==> config.mk <==
export PLATFORM = sky130hd
export DESIGN_NAME = vnorm_merge
export DESIGN_NICKNAME = d
export VERILOG_FILES = /design/src/rtl/core/vector_normalize_top_macros.svh /design/src/rtl/core/vnorm_pkg.sv /design/src/rtl/core/vnorm_merge.sv
export SDC_FILE = /design/constraint.sdc
export NUM_CORES = 1
export LEC_CHECK = 0
export BUFFER_PORTS_ARGS = -buffer_cell sky130_fd_sc_hd__buf_4
export CORE_UTILIZATION = 35
export DETAILED_ROUTE_END_ITERATION = 12
export PLACE_DENSITY_LB_ADDON = 0.15
export SYNTH_ARGS = -nofsm -noshare
export SYNTH_HDL_FRONTEND = slang
export SYNTH_SLANG_ARGS = --single-unit
==> constraint.sdc <==
create_clock -name clk -period 2.94 [get_ports clk]
set_clock_uncertainty 0.05 [all_clocks]
set_input_delay 0.147 -clock clk [delete_from_list [all_inputs] [get_ports clk]]
set_output_delay 0.147 -clock clk [all_outputs]
set_load 0.02 [all_outputs]
==> src/rtl/core/vector_normalize_top_macros.svh <==
// Assertion macros used by the RTL that carries checks.
`ifndef VECTOR_NORMALIZE_TOP_MACROS_SVH
`define VECTOR_NORMALIZE_TOP_MACROS_SVH

// The consequent must hold in the same cycle as the antecedent.
`define VN_ASSERT_NOW(lbl, ante, cons) \
  lbl: assert property (@(posedge clk) disable iff (!rst_n) (ante) |-> (cons)) \
    else $error("vector_normalize check failed");

// The consequent must hold in the cycle after the antecedent.
`define VN_ASSERT_NEXT(lbl, ante, cons) \
  lbl: assert property (@(posedge clk) disable iff (!rst_n) (ante) |=> (cons)) \
    else $error("vector_normalize check failed");

`endif

==> src/rtl/core/vnorm_pkg.sv <==
package vnorm_pkg;

  localparam int COMP_W      = 32;
  localparam int SQ_W        = 2 * COMP_W;
  localparam int ROOT_W      = COMP_W;
  localparam int SQRT_STAGES = ROOT_W;
  localparam int SQRT_REM_W  = ROOT_W + 4;
  localparam int Q_W         = 31;
  localparam int DIV_STAGES  = Q_W;
  localparam int NUM_LANES   = 3;
  localparam int ABS_DLY     = SQRT_STAGES + 2;
  localparam int SIDE_DLY    = SQRT_STAGES + DIV_STAGES + 3;
  localparam int TOTAL_DLY   = SQRT_STAGES + DIV_STAGES + 4;

  localparam logic signed [COMP_W-1:0] UNIT_ONE = 32'sd1073741824;
  localparam logic signed [COMP_W-1:0] UNIT_NEG_ONE = -32'sd1073741824;

  typedef logic signed [COMP_W-1:0] comp_t;
  typedef logic [COMP_W-1:0] mag_t;
  typedef logic [Q_W-1:0] quo_t;

  typedef struct packed {
    logic [NUM_LANES-1:0] neg;
    logic                 zero;
  } side_t;

  function automatic mag_t abs_comp(input comp_t v);
    mag_t r;
    r = v[COMP_W-1] ? (~mag_t'(v) + mag_t'(1)) : mag_t'(v);
    return r;
  endfunction

endpackage

==> src/rtl/core/vnorm_merge.sv <==
module vnorm_merge (
  input  logic                                         clk,
  input  logic                                         en,
  input  logic [vnorm_pkg::NUM_LANES-1:0][vnorm_pkg::Q_W-1:0] quo,
  input  vnorm_pkg::side_t                             side,
  input  vnorm_pkg::mag_t                              len,
  output vnorm_pkg::comp_t                             unit_x_r,
  output vnorm_pkg::comp_t                             unit_y_r,
  output vnorm_pkg::comp_t                             unit_z_r,
  output vnorm_pkg::mag_t                              magnitude_r,
  output logic                                         zero_vector_r
);

  vnorm_pkg::comp_t unit_nxt [vnorm_pkg::NUM_LANES];

  always_comb begin
    for (int i = 0; i < vnorm_pkg::NUM_LANES; i++) begin
      if (side.zero) begin
        unit_nxt[i] = '0;
      end else if (side.neg[i]) begin
        unit_nxt[i] = -$signed(vnorm_pkg::COMP_W'(quo[i]));
      end else begin
        unit_nxt[i] = $signed(vnorm_pkg::COMP_W'(quo[i]));
      end
    end
  end

  always_ff @(posedge clk) begin
    if (en) begin
      unit_x_r      <= unit_nxt[0];
      unit_y_r      <= unit_nxt[1];
      unit_z_r      <= unit_nxt[2];
      magnitude_r   <= side.zero ? '0 : len;
      zero_vector_r <= side.zero;
    end
  end

endmodule

==> metrics.yaml <==
route:
  dr_total_vias: 5519
  via_per_inst: 4.99
  routedWlPerCell_um: 16.3
  drtPass1Iterations: 4
  postRouteAntennaNets: 0
  wl_um: 18000
  drc_errors: 0
  drt_iter0_markers: 232
global_routing:
  grt_pass1_wl_um: 28500
  grt_pass1_vias: 5615
  grt_max_degree: 58
  grt_usage_pct: 18.7
  grt_antenna_before_repair: 0
  grt_overflow: 0
clock_network:
  cts_tree: "yes"
  clock_tree.root_cell: "clkbuf_16"
  cts_buffer_depth: 2
  clock_sinks: 129
  numCtsBuffers: 17
  cts-htree-levels: 4
  clk_pin_slew_ns: 0.06
  cts_setup_buffers: 0
setup_path:
  crit_chain: "buf_4, nor3_1, nand3_1, o41ai_1, xor2_1, nor2_1"
  critPathKind: "input pin to flop"
  end_kind: "flop"
  arrival_ns: 2.01
  slowest_stage: "o41ai_1"
  worst_setup_path_start_kind: "input pin"
  cp_max_fo: 17
  max_stage_delay_ns: 0.64
  worstPathRequired_ns: 3.04
die:
  io_pins: 260
  row_count: 49
  die_h_um: 140
  start_util_pct: 36.3
  core_region_area_um2: 18300
  die_x_um: 140
  die-area_um2: 19500
synth:
  synth.top_cell.area_share_pct: 58.4
  synthCells: 575
  synth_top_area_cell: "edfxtp_1"
  ys_ff_latch: 129
  avgSynthCellArea_um2: 11.5
  ys_types: 33
  ys_warn_count: 0
  synth_area_leaders: "edfxtp_1 (58%), xor2_1 (11%), nor2_1 (6.3%)"
  netlist_area_um2: 6630
  syn-num-nets: 712
  seq_area_frac_synth_pct: 58.4
final_layout:
  fillerInstances: 1602
  final_core_util_pct: 53.2
  layout_common_cells: "buf_4 (264), edfxtp_1 (129), nor2_1 (111), xor2_1 (83), nor2b_1 (35)"
  drive_gt1_share_pct: 34.7
  instances_no_fill: 1107
  synthToLayoutAreaGrowth_pct: 46.7
  n_antenna_cell: 0
  fin_nets: 1002
  final_common_cell: "buf_4"
pwr:
  powerDensity_nw_per_um2: 551
  power_mw: 5.36
  ir_worst_vdd_mv: 0.362
  leakagePower_nw: 3.90
hold_path:
  holdCritPathClass: "input pin to flop"
sta:
  rsz0062_at_grt: "no"
  post-route-period-util_pct: 65.0
  tightest_slew_ns: 0.793
  relSlewSlack_pct: 46.6
  slew_viol_final: 0
  finalHoldViolations: 0
  fmax_mhz: 524
  period_needed_ns: 1.91
  fin_setup_tns_ns: 0
  fin_ws_ns: 1.03
  setup_violations: 0
placement:
  place_inst: 1044
  place_ws_ns: 0.616
  io_buffers: 259
  gp_congestion: 0.836
  hpwl_um: 13000
job:
  cap_violations: 0
run_status:
  outcome: "complete, no violations"
[power breakdown]
group	switching, mW	total, mW	leakage, nW	internal (mW)
clock network	0.819	2.07	0.282	1.26
registers	0.0507	2.27	1.24	2.22
logic	0.562	1.02	2.37	0.456
[state kept, by name (all words and copies together), names as in the netlist]
signal,count
magnitude_r,32
unit_x_r,32
unit_y_r,32
unit_z_r,32
zero_vector_r,1
[layer usage]
| layer | up-vias | GRT usage (%) | part of all wire (%) |
|---|---|---|---|
| li1 | 2679 | - | - |
| met1 | 2608 | 22.2 | 42 |
| met2 | 210 | 31.2 | 48 |
| met3 | 22 | 6.50 | 7.7 |
| met4 | 0 | 6.82 | 1.8 |
| met5 | - | 0 | 0 |
[stage by stage]
| stage | hold WS, ns | area (um^2) |
|---|---|---|
| after floorplan | 0.196 | 6630 |
| after detailed placement | 0.395 | 8840 |
| final | 0.00674 | 9730 |
| after global routing | 0.00273 | 9730 |
| after global placement | 0.390 | 8840 |
| after CTS | 0.000830 | 9730 |
[cells in the mapped netlist (all sizes together)]
library cell  number
buf                3
nand3             15
or4                2
o31ai             32
nor2b             35
nand2             27
a21boi             1
nor2             111
edfxtp           129
or2                2
xor2              83
clkbuf            23
nand3b             4
mux2i              3
o41ai             23
nand4              4
nor3b              3
or3                8
a21oi              1
o21ai             17
nand4b             2
nand2b             7
nor4              13
nor3              10
xnor2              4
inv                7
ha                 6
[cells by family (layout without fill, tap and decap cells)]
| group | Yosys count | in the layout | synth area share, % |
|---|---|---|---|
| xor gates and xnor gates | 87 | 87 | 11.5 |
| adders and majority gates | 6 | 6 | 1.13 |
| AOI/OAI and AO/OA | 74 | 74 | 8.25 |
| buffers and inverters | 33 | 336 | 1.92 |
| and+or+nand+nor | 243 | 243 | 18.3 |
| muxes | 3 | 3 | 0.453 |
| DFF | 129 | 129 | 58.4 |
[critical path, delay by kind of cell]
family	cells	cell delay (ns)
and+or+nand+nor	3	0.88
AOI/OAI and AO/OA	1	0.64
xor gates and xnor gates	1	0.21
buffers and inverters	1	0.12
[path summary, 6_finish.rpt]
check             startpoint                             to  slack [ns]  cells after the start
setup / recovery     quo[71]     unit_z_r[25]$_SDFFCE_PP0P_        1.03                      6
hold / removal       len[30]  magnitude_r[30]$_SDFFCE_PP0P_       0.007                      2
[area by class of cell]
type	instances	area, um^2	area share, %
clock buffers	17	425	4.37
clock inverters	15	154	1.58
inverters	7	26.3	0.270
multi-input cells	413	2630	27.0
flip-flops and latches	129	3870	39.8
well taps	229	287	2.95
repair buffers	297	2330	24.0
[repair_timing]
item	4_1_cts	5_1_grt
hold buffers	31	0
hold endpoints to repair	31	0
gates resized for setup	0	0
No activity file was read; power rests on OpenSTA's default activity.
